<file path="src/rtl/rgbhsl_pkg.sv">
// ----------------------------------------------------------------------------
// rgbhsl_pkg
// Shared widths, pipeline payload types and the divider step function for
// the RGB to HSL converter.
// ----------------------------------------------------------------------------
package rgbhsl_pkg;

	localparam int unsigned CHAN_W        = 8;
	localparam int unsigned HUE_FRAC_BITS = 4;
	localparam int unsigned SAT_FRAC_BITS = 16;
	localparam int unsigned HUE_W         = 13;
	localparam int unsigned SAT_W         = 16;
	localparam int unsigned SUM_W         = CHAN_W + 1;
	localparam int unsigned TOTAL_W       = 17;
	localparam int unsigned QUO_W         = SAT_FRAC_BITS;
	localparam int unsigned NUM_W         = CHAN_W + QUO_W;
	localparam int unsigned STEPS_PER_STAGE = 4;
	localparam int unsigned DIV_STAGES    = QUO_W / STEPS_PER_STAGE;
	localparam int unsigned SECTOR_DEG    = 60;
	localparam int unsigned CHAN_MAX      = (1 << CHAN_W) - 1;
	localparam int unsigned HUE_FULL      = 360 << HUE_FRAC_BITS;

	typedef logic [CHAN_W-1:0] chan_t;

	typedef struct packed {
		chan_t            rem;
		logic [QUO_W-1:0] shreg;
	} div_lane_t;

	typedef struct packed {
		div_lane_t        hue;
		div_lane_t        sat;
		chan_t            d;
		chan_t            den;
		logic [SUM_W-1:0] sum;
		logic             grey;
		logic             sat_full;
	} work_t;

	function automatic div_lane_t div_step(div_lane_t lane, chan_t dv);
		logic [CHAN_W:0] t;
		div_lane_t       res;
		t = {lane.rem, lane.shreg[QUO_W-1]};
		if (t >= {1'b0, dv}) begin
			res.rem   = CHAN_W'(t - {1'b0, dv});
			res.shreg = {lane.shreg[QUO_W-2:0], 1'b1};
		end else begin
			res.rem   = t[CHAN_W-1:0];
			res.shreg = {lane.shreg[QUO_W-2:0], 1'b0};
		end
		return res;
	endfunction

endpackage

</file>
<file path="src/rtl/rgbhsl_div_stage.sv">
// ----------------------------------------------------------------------------
// rgbhsl_div_stage
// One divider pipeline stage: four restoring division steps for both the
// hue and the saturation quotient, with its own valid and stall handling.
// ----------------------------------------------------------------------------
module rgbhsl_div_stage
	import rgbhsl_pkg::*;
(
	input  logic  clk,
	input  logic  arst_n,
	input  logic  valid_i,
	output logic  ready_o,
	input  work_t data_i,
	output logic  valid_o,
	input  logic  ready_i,
	output work_t data_o
);

	work_t next;
	logic  valid_q;
	work_t data_q;

	always_comb begin
		next = data_i;
		for (int i = 0; i < STEPS_PER_STAGE; i++) begin
			next.hue = div_step(next.hue, data_i.d);
			next.sat = div_step(next.sat, data_i.den);
		end
	end

	assign ready_o = !valid_q || ready_i;

	always_ff @(posedge clk or negedge arst_n) begin
		if (!arst_n) begin
			valid_q <= 1'b0;
		end else if (ready_o) begin
			valid_q <= valid_i;
		end
	end

	always_ff @(posedge clk) begin
		if (ready_o && valid_i) begin
			data_q <= next;
		end
	end

	assign valid_o = valid_q;
	assign data_o  = data_q;

	a_stall_holds: assert property (@(posedge clk) disable iff (!arst_n)
		valid_q && !ready_i |=> valid_q && $stable(data_q))
		else $error("divider stage lost or changed a stalled item");

endmodule

</file>
<file path="config.mk">
export PLATFORM = sky130hd
export DESIGN_NAME = rgbhsl_div_stage
export DESIGN_NICKNAME = d
export VERILOG_FILES = /design/src/rtl/rgbhsl_pkg.sv /design/src/rtl/rgbhsl_div_stage.sv
export SDC_FILE = /design/constraint.sdc
export NUM_CORES = 1
export LEC_CHECK = 0
export BUFFER_PORTS_ARGS = -buffer_cell sky130_fd_sc_hd__clkbuf_2
export CAP_MARGIN = 20
export CORE_AREA = 2 2 92 138
export CTS_CLUSTER_SIZE = 30
export DETAILED_ROUTE_END_ITERATION = 10
export DIE_AREA = 0 0 94 140
export PLACE_DENSITY = 0.77
export SYNTH_ARGS = -nofsm -noshare
export SYNTH_HDL_FRONTEND = slang
export SYNTH_SLANG_ARGS = --single-unit
</file>
<file path="constraint.sdc">
create_clock -name clk -period 2.8 [get_ports clk]
set_clock_uncertainty 0.15 [all_clocks]
set_input_delay 0 -clock clk [delete_from_list [all_inputs] [get_ports clk]]
set_output_delay 0 -clock clk [all_outputs]
set_load 0.01 [all_outputs]
</file>
Word-level counts from Yosys, hierarchy flattened
Cells that the tools add are included.
{"block": "totals", "regBits": 76, "output_inout_bits": 77, "inputBits": 79, "word_cells": 37}
{"block": "classes", "reduce_logical": 3, "addsub": 8, "order_cmp": 8, "muxes": 8}
{"operator": "$mux 24", "n": 8}
{"operator": "$ge 9x8->1", "n": 8}
{"operator": "$sub 8x8->8", "n": 8}
{"operator": "$logic_and 1x1->1", "n": 1}
{"operator": "$logic_not 1->1", "n": 1}
{"operator": "$logic_or 1x1->1", "n": 1}

Longest topological paths before layout
Gate-level depths: netlist (run 1).
{"block": "logic_depth", "word_depth": 8, "ltp_mapped": 39, "mapped_depth_nobuf": 36}

Worst setup path before layout (run 1)
No wires, ideal clock.
{"block": "synth_path", "path_type": "in2reg", "from": "input data_i[25] in the netlist's numbering", "to": "register data_q, in the netlist data_o[68] (data pin)", "setup_time_ns": 0.260, "path_slack_ns": -4.600, "arrival_time_ns": 6.991, "stages": 34, "t_required_ns": 2.390, "n_path_buf": 2, "path_cell_list": "inv_1 -> ha_1 -> a21o_1 -> a211oi_1 -> nand2_1 -> buf_2 -> mux2_2 -> ha_1 -> a21oi_1 -> o21ai_0 -> o21bai_1 -> a21oi_1 -> nand3b_4 -> buf_2 -> o21ai_0 -> inv_1 -> ha_1 -> nor2b_1 -> o21a_1 -> o21a_1 -> o31a_1 -> o21a_1 -> o21ai_0 -> o21ai_2 -> mux2i_1 -> ha_1 -> a21o_1 -> a21o_1 -> a21o_1 -> a21oi_1 -> o21ai_0 -> o21ai_0 -> o311ai_4 -> mux2_2"}
{"item": "start, declared", "line": "rgbhsl_div_stage.sv:13", "rtl": "input work_t data_i,"}
{"item": "end signal, assigned", "line": "rgbhsl_div_stage.sv:43", "rtl": "data_q <= next;"}
{"item": "end, declared", "line": "rgbhsl_div_stage.sv:21", "rtl": "work_t data_q;"}

==> results of run 1 <==
==> final timing paths <==
path / slack (ns) / endpoint / startpoint
min reg2reg: 0.87 / data_o[71] / valid_o
min: 0.14 / data_o[54] / data_i[74]
min in group asynchronous: 0.34 / valid_o / arst_n
max: -4.00 / data_o[68] / data_i[20]
max reg2reg: 0.99 / data_o[10] / valid_o
max in group asynchronous: 2.05 / valid_o / arst_n
==> critical path: cells and delay by family <==
kind | cells | cell delay, ns
AO/OA/AOI/OAI | 11 | 2.04
XOR/XNOR | 1 | 0.26
adder cells (fa/ha/maj) | 4 | 1.30
buffers and inverters | 6 | 0.89
multiplexers | 4 | 1.19
AND/OR/NAND/NOR | 8 | 1.04
==> placed cells by master (no fill, tap or decap), types with 4 or more instances in the layout <==
cell	netlist	final
mux2_2	35	25
a21oi_2	1	12
o21ai_2	1	10
o21ai_1	0	5
mux2i_2	0	6
nor2_1	29	22
nor2b_1	10	7
clkbuf_16	0	9
o21ai_0	30	13
fa_1	8	6
clkinvlp_4	0	8
a21oi_4	0	8
xor2_1	12	12
nand4_1	8	8
edfxtp_1	75	75
o21a_1	9	9
inv_2	0	8
buf_6	0	18
a21oi_1	35	16
ha_4	0	33
nand2_2	1	4
buf_4	0	270
nand2b_1	13	12
nand3_1	7	5
nor2_2	0	5
nand2_1	24	19
ha_1	64	29
dlygate4sd3_1	0	57
inv_1	38	20
clkbuf_2	0	149
xnor2_1	24	21
a21o_1	17	17
a211oi_2	1	5
mux2_4	0	10
==> where the power goes <==
part	internal (mW)	switching, mW	total (mW)
clock	0.597	0.513	1.11
sequential	1.64	0.0773	1.72
combinational	4.49	3.87	8.36
==> state kept, by name (all words and copies together), names as in the netlist <==
name / count
data_o: 75
valid_o: 1
==> metal layers <==
layer / global-route usage [%] / wire length [um] / vias up
li1: - / - / 2960
met1: 35.4 / 9250 / 3358
met2: 64.7 / 13800 / 662
met3: 5.43 / 2520 / 235
met4: 18.2 / 2320 / 0
met5: 0 / 0 / -
==> layout make-up <==
class                   count  area [um2]
clock inverters             7        41.3
repair buffers            500        3630
multi-input cells         398        4200
fillers                   435        1210
inverters                  38         176
clock buffers               9         225
well taps                 153         191
flip-flops and latches     76        2280
==> kinds of logic (layout without fill, tap and decap cells) <==
kind of cell               Yosys count  in the layout  share of synthesized area [%]
buffers and inverters               44            554                           2.98
AOI/OAI and AO/OA                  128            129                           15.0
muxes                               45             45                           8.66
and+or+nand+nor                    116            116                           11.1
DFF                                 76             76                           39.9
xor gates and xnor gates            36             36                           5.53
adders and majority gates           72             72                           16.8
==> timing repair <==
| action | in CTS | in global routing |
|---|---|---|
| hold endpoints to repair | 55 | 0 |
| hold buffers | 57 | 0 |
| gates resized for setup | 88 | 55 |
| cloned | 1 | 0 |
| setup endpoints to repair | 22 | 22 |
| pin swaps | 61 | 58 |
| setup buffers | 70 | 30 |
==> flow_summary.yaml, run 1 <==
routing:
  wl_per_cell_um: 23.6
  drcViolationCount: 0
  dr_total_vias: 7215
  ant_nets: 0
  routed_wl_mm: 27.9
  drt_iter0_markers: 693
  firstDrtPassIters: 5
  vias_per_cell: 6.11
yosys:
  ys_seq_area_share_pct: 39.9
  synth.distinct_cells: 58
  yosysWarnings: 0
  synthArstFlopShare_pct: 1.32
  synth_area_um2: 5700
  synth_commonest_cells: "edfxtp_1 (75), ha_1 (64), inv_1 (38)"
  syn-num-nets: 668
  synth_top_area_share_pct: 39.5
  syn_inst: 517
  synth_area_leaders: "edfxtp_1 (39%), ha_1 (14%), mux2_2 (6.9%)"
  yosysTopAreaCell: "edfxtp_1"
  synth-edff-count: 75
  synth.avg_cell_area_um2: 11.0
  synth_most_common_cell: "edfxtp_1"
  ys.flop_type: "edfxtp_1"
  synth.ff_latch_count: 76
sta:
  fin_crit_sh_pct: 243
  slew-limit-headroom_pct: 62.5
  slew_viol_final: 0
  worst_slew_pin_slew_ns: 0.558
  finalSetupViolations: 22
  rsz0062_at_grt: "true"
  period_needed_ns: 6.80
  setup_tns_ns: -74.49
  hold_viol: 0
  setup_slack_ns: -4.00
  max_freq_ghz: 0.147
  holdWs_ns: 0.138
floorplanning:
  initial_core_util_pct: 47.7
  dieArea_um2: 13200
  coreArea_um2: 12000
  die_w_um: 94
  io_pins: 156
  num_rows: 49
  die_h_um: 140
power:
  leakagePower_nw: 4.89
  vdd_drop_max_uv: 461
  power.density_nw_per_um2: 1040
  p_total_mw: 11.2
critical_path:
  cp.arrival_ns: 6.74
  criticalPathCategory: "in2reg"
  path_max_fanout: 6
  crit_path_start_kind: "input pin"
  max_stage_delay_ns: 0.39
  worstSetupEndpointType: "register"
  r2r_cells: 3
  cp.required_ns: 2.74
  cpMaxStageDelayCell: "mux2_2"
placement:
  portBuffers: 155
  dp_cells: 1010
  dpl.hpwl_mm: 13.8
  place_area_um2: 8460
  dp_slack_ns: -4.09
  place.gp.congestion: 0.903
min_path:
  holdCritPathClass: "in2reg"
  hold_depth: 5
flow_run:
  maxCapViolations: 0
global_routing:
  grt_first_pass_wirelength_mm: 35.1
  grt_max_degree: 41
  antenna_found_initial: 0
  grt_usage_pct: 34.4
  overflow: 0
  first_global_vias: 7106
cells_and_area:
  fin_nets: 1174
  final_cells: 1181
  utilization_pct: 89.9
  syn_to_final_growth_pct: 88.4
  final_area_um2: 10700
  post_route_cells_drive_above_1_share_pct: 62.0
  n_antenna_cell: 0
run_status:
  outcome: "finished with violations"
  violations: "negative setup slack"
cts:
  clockBufferDepth: 2
  cts_tree: "yes"
  clock-sinks: 76
  clk_pin_slew_ns: 0.07
  h-tree-depth: 3
  clock-root-buffer: "clkbuf_16"
  cts_buffers: 9
  insertion_delay_ns: 0.34
(Power assumes the default switching activity.)
==> run 2, diff against run 1 <==
--- a/config.mk
+++ b/config.mk
@@ -7,11 +7,11 @@
 export LEC_CHECK = 0
 export BUFFER_PORTS_ARGS = -buffer_cell sky130_fd_sc_hd__clkbuf_2
 export CAP_MARGIN = 20
-export CORE_AREA = 2 2 92 138
+export CORE_AREA = 2 2 95 143
 export CTS_CLUSTER_SIZE = 30
 export DETAILED_ROUTE_END_ITERATION = 10
-export DIE_AREA = 0 0 94 140
-export PLACE_DENSITY = 0.77
+export DIE_AREA = 0 0 97 145
+export PLACE_DENSITY = 0.75
 export SYNTH_ARGS = -nofsm -noshare
 export SYNTH_HDL_FRONTEND = slang
 export SYNTH_SLANG_ARGS = --single-unit
==> flow_summary.yaml, run 2 (synthesized netlist as in run 1, its figures left out) <==
run_status:
  outcome: "finished with violations"
  violations: "negative setup slack"
global_routing:
  grt_usage_pct: 28.3
  first_global_vias: 6787
  overflow: 0
  antenna_found_initial: 0
  grt_first_pass_wirelength_mm: 32.4
  grt_max_degree: 76
routing:
  ant_nets: 0
  routed_wl_mm: 22.1
  firstDrtPassIters: 5
  dr_total_vias: 6423
  vias_per_cell: 5.51
  drt_iter0_markers: 352
  drcViolationCount: 0
  wl_per_cell_um: 18.9
sta:
  hold_viol: 0
  setup_slack_ns: -3.71
  worst_slew_pin_slew_ns: 0.491
  rsz0062_at_grt: "true"
  max_freq_ghz: 0.154
  fin_crit_sh_pct: 233
  setup_tns_ns: -69.13
  slew_viol_final: 0
  finalSetupViolations: 22
  slew-limit-headroom_pct: 67.0
  period_needed_ns: 6.51
power:
  leakagePower_nw: 4.77
  p_total_mw: 10.2
  vdd_drop_max_uv: 610
  power.density_nw_per_um2: 970
cells_and_area:
  final_cells: 1166
  n_antenna_cell: 0
  multiInputGateArea_um2: 4130
  largest_reg_flops: 75
  final_area_um2: 10500
  post_route_cells_drive_above_1_share_pct: 59.7
  regArea_um2: 2280
  fin_nets: 1153
  layout_commonest_cell: "buf_4"
  layout_common_cells: "buf_4 (246), clkbuf_2 (149), edfxtp_1 (75)"
  nFillCells: 650
  syn_to_final_growth_pct: 84.7
cts:
  clockBufferDepth: 2
  cts_tree: "yes"
  clock-sinks: 76
  clk_pin_slew_ns: 0.07
  insertion_delay_ns: 0.33
  clock-root-buffer: "clkbuf_16"
  h-tree-depth: 3
  cts_buffers: 9
critical_path:
  cp.required_ns: 2.73
  crit_cells: 34
  max_stage_delay_ns: 0.37
  rr_endpoint: "data_o[9]"
  criticalPathCategory: "in2reg"
  crit_buf_inv: 5
  cp.arrival_ns: 6.44
  worstSetupEndpointType: "register"
  path_max_fanout: 7
  r2r_cells: 3
  crit_start: "data_i[22]"
  cpLargestDelayFamily: "compound AO/OA/AOI/OAI gates"
  crit_path_start_kind: "input pin"
  endpoint: "data_o[68]"
  cpMaxStageDelayCell: "ha_1"
  r2r_slack_ns: 1.21
  r2r-start: "valid_o"
floorplanning:
  die_h_um: 145
  num_rows: 51
  die_w_um: 97
  coreArea_um2: 12800
  dieArea_um2: 14100
  initial_core_util_pct: 44.5
  io_pins: 156
min_path:
  hold_depth: 5
  holdCritPathClass: "in2reg"
flow_run:
  maxCapViolations: 0
placement:
  dp_cells: 1006
  portBuffers: 155
  place.gp.congestion: 0.852
  dp_slack_ns: -4.23
  dpl.hpwl_mm: 13.3
  place_area_um2: 8410
==> run 2: cell count changes in the layout (fill, tap and decap cells not counted), sizes merged <==
cell / change
clkbuf: -2
bufinv: +1
clkinv: -1
clkinvlp: -1
buf: -20
inv: +1
o311ai: +1
==> run 2: area by class of cell <==
cell class / count / share of cell area, %
Tap cell: 159 / 1.89
Timing Repair Buffer: 478 / 32.8
Sequential cell: 76 / 21.6
Inverter: 38 / 1.64
Clock inverter: 7 / 0.701
Multi-Input combinational cell: 399 / 39.2
Clock buffer: 9 / 2.14
==> run 2: how the worst min path moves through the flow <==
stage | start | end | slack, ns
after floorplan | arst_n | valid_o | -0.45
after global placement | arst_n | valid_o | -0.38
after detailed placement | arst_n | valid_o | -0.37
after CTS | data_i[74] | data_o[54] | 0.11
after global routing | data_i[74] | data_o[54] | 0.17
final | data_i[74] | data_o[54] | 0.15
==> run 2: timing repair <==
item                                    in CTS  in global routing
hold buffers                                57                  0
endpoints found under the setup margin      22                 22
buffers inserted                            70                 15
hold endpoints to repair                    55                  0
pin swaps                                   45                 33
cloned                                       2                  1
resized for setup                           63                 60
==> run 2: tightest hold or removal path, cell delays in order <==
cell and delay (ns):
clkbuf_2 0.14, a211oi_4 0.06, nand2_2 0.10, buf_4 0.12, buf_6 0.11
==> run 2: through the flow <==
| step | utilization (%) | hold WS, ns |
|---|---|---|
| 3_3_place_gp | 65.5 | -0.376 |
| 3_5_place_dp | 65.5 | -0.374 |
| 5_1_grt | 82.1 | 0.165 |
| 6_report | 82.1 | 0.152 |
| 2_1_floorplan | - | -0.446 |
| 4_1_cts | 79.1 | 0.111 |
==> run 2: metal layers <==
metal / GRT usage [%] / part of all wire [%]
met5: 0 / 0
met3: 3.61 / 5.3
met4: 14.4 / 5.5
met1: 29.6 / 36
met2: 54.2 / 53
==> run 2: power by group <==
group	leakage (nW)	internal, mW	switching (mW)
sequential	0.721	1.64	0.0592
clock	0.146	0.696	0.497
combinational	3.91	4.07	3.26
==> run 3, diff against run 2 <==
--- a/config.mk
+++ b/config.mk
@@ -6,12 +6,11 @@
 export NUM_CORES = 1
 export LEC_CHECK = 0
 export BUFFER_PORTS_ARGS = -buffer_cell sky130_fd_sc_hd__clkbuf_2
-export CAP_MARGIN = 20
 export CORE_AREA = 2 2 95 143
 export CTS_CLUSTER_SIZE = 30
 export DETAILED_ROUTE_END_ITERATION = 10
 export DIE_AREA = 0 0 97 145
-export PLACE_DENSITY = 0.75
+export PLACE_DENSITY = 0.72
 export SYNTH_ARGS = -nofsm -noshare
 export SYNTH_HDL_FRONTEND = slang
 export SYNTH_SLANG_ARGS = --single-unit
==> constraint.sdc (replaced) <==
create_clock -name clk -period 7.31 [get_ports clk]
set_clock_uncertainty 0.15 [all_clocks]
set_input_delay 0 -clock clk [delete_from_list [all_inputs] [get_ports clk]]
set_output_delay 0 -clock clk [all_outputs]
set_load 0.01 [all_outputs]
==> flow_summary.yaml, run 3 (synthesized netlist as in run 1, its figures left out) <==
routing:
  drt_iter0_markers: 226
  drcViolationCount: 0
  dr_total_vias: 5131
  wl_per_cell_um: 16.7
  ant_nets: 0
  firstDrtPassIters: 4
  routed_wl_mm: 15.9
  vias_per_cell: 5.40
sta:
  period_needed_ns: 7.07
  max_freq_ghz: 0.141
  fin_crit_sh_pct: 96.8
  slew_viol_final: 0
  finalSetupViolations: 0
  slew-limit-headroom_pct: 34.4
  holdWs_ns: 0.101
  hold_viol: 0
  worst_slew_pin_slew_ns: 0.983
critical_path:
  cpMaxStageDelayCell: "dlygate4sd3_1"
  r2r_slack_ns: 5.43
  crit_cells: 35
  max_stage_delay_ns: 0.54
  cp.required_ns: 7.24
  criticalPathCategory: "in2reg"
  cp.arrival_ns: 7.00
  r2r_cells: 2
  crit_path_start_kind: "input pin"
  crit_buf_inv: 8
  worstSetupEndpointType: "register"
  rr_endpoint: "data_o[45]"
  path_max_fanout: 9
  cp_common_cell: "mux2_2"
  cpLargestDelayFamily: "compound AO/OA/AOI/OAI gates"
  r2r-start: "valid_o"
placement:
  place_area_um2: 6960
  dpl.hpwl_mm: 12.1
  dp_cells: 866
  portBuffers: 155
  place.gp.congestion: 0.877
power:
  vdd_drop_max_uv: 234
  leakagePower_nw: 3.62
  power_switching_mw: 1.11
  clkPwrFrac_pct: 15.0
  p_seq_share_pct: 22.2
  power.density_nw_per_um2: 363
  sw_frac_of_total_pct: 38.0
  combPwrFrac_pct: 62.8
  p_int_mw: 1.81
cells_and_area:
  final_area_um2: 8030
  n_antenna_cell: 0
  layout_commonest_cell: "clkbuf_2"
  layout_common_cells: "clkbuf_2 (155), edfxtp_1 (75), ha_1 (61)"
  final_cells: 950
  largest_reg_flops: 75
  syn_to_final_growth_pct: 40.7
  post_route_cells_drive_above_1_share_pct: 36.9
  regArea_um2: 2280
  fin_nets: 937
  multiInputGateArea_um2: 3380
  nFillCells: 1019
flow_run:
  maxCapViolations: 0
cts:
  clock-root-buffer: "clkbuf_16"
  insertion_delay_ns: 0.33
  cts_tree: "yes"
  clockBufferDepth: 2
  clock-sinks: 76
  cts_buffers: 9
  clk_pin_slew_ns: 0.06
  h-tree-depth: 3
floorplanning:
  die_h_um: 145
  dieArea_um2: 14100
  die_w_um: 97
  coreArea_um2: 12800
  num_rows: 51
  io_pins: 156
  initial_core_util_pct: 44.5
global_routing:
  overflow: 0
  first_global_vias: 5287
  grt_first_pass_wirelength_mm: 25.2
  grt_max_degree: 76
  antenna_found_initial: 0
  grt_usage_pct: 21.9
min_path:
  hold_depth: 3
  worstHoldStart: "data_i[11]"
  holdCritPathClass: "in2reg"
  min_to: "data_o[43]"
run_status:
  outcome: "complete, no violations"
==> run 3: cell types whose count changed in the layout (fill, tap and decap cells not counted), moves of 7 or more <==
cell     change
mux2_2      +10
inv_1       +15
a21oi_1     +11
ha_1        +27
ha_4        -26
buf_6       -19
buf_4      -197
mux2_4      -10
o21ai_0      +7
==> run 3: through the flow <==
stage	setup WS, ns	total power [mW]	TNS, ns	utilization (%)
2_1_floorplan	0.0119	1.87	0	-
3_3_place_gp	0.0495	2.29	0	54.3
3_5_place_dp	-0.336	2.34	-2.85	54.3
4_1_cts	0.0239	2.82	0	61.0
5_1_grt	-0.114	3.10	-1.30	62.6
6_report	0.236	2.91	0	62.6
==> run 3: power groups by stage <==
stage | logic [mW] | clock network [mW] | registers (mW)
final | 1.83 | 0.438 | 0.646
after global routing | 1.99 | 0.464 | 0.653
after CTS | 1.72 | 0.450 | 0.647
after detailed placement | 1.68 | 0 | 0.656
after global placement | 1.63 | 0 | 0.653
after floorplan | 1.17 | 0 | 0.696
==> run 3: layout make-up <==
| type | count | area share (%) |
|---|---|---|
| Sequential cell | 76 | 28.4 |
| Clock buffer | 9 | 2.81 |
| Inverter | 38 | 1.78 |
| Timing Repair Buffer | 263 | 21.6 |
| Clock inverter | 7 | 0.810 |
| Tap cell | 159 | 2.48 |
| Multi-Input combinational cell | 398 | 42.1 |
==> run 3: what timing repair did <==
action / in CTS / in global routing
hold endpoints to repair: 55 / 0
hold buffers: 57 / 0
gates resized for setup: 1 / 27
setup endpoints to repair: 1 / 18
pin swaps: 0 / 7
cloned: 0 / 2
buffers inserted: 0 / 9
==> run 3: how the worst max path moves through the flow <==
stage | from | end | slack [ns]
final | data_i[14] | data_o[46] | 0.24
after CTS | data_i[14] | data_o[50] | 0.02
after detailed placement | data_i[23] | data_o[71] | -0.34
after floorplan | data_i[25] | data_o[68] | 0.01
after global placement | data_i[23] | data_o[74] | 0.05
after global routing | data_i[23] | data_o[70] | -0.11
==> run 3: layer usage <==
layer | wire length [um] | vias up | track usage (%) | part of all wire, %
met4 | 410 | 0 | 7.75 | 2.6
met3 | 729 | 31 | 3.37 | 4.6
met1 | 6240 | 2462 | 24.5 | 39
met5 | 0 | - | 0 | 0
li1 | - | 2479 | - | -
met2 | 8480 | 159 | 41.4 | 53
==> run 3: worst min-delay path, stage by stage <==
cell	delay, ns
clkbuf_2	0.15
ha_1	0.18
mux2i_1	0.08
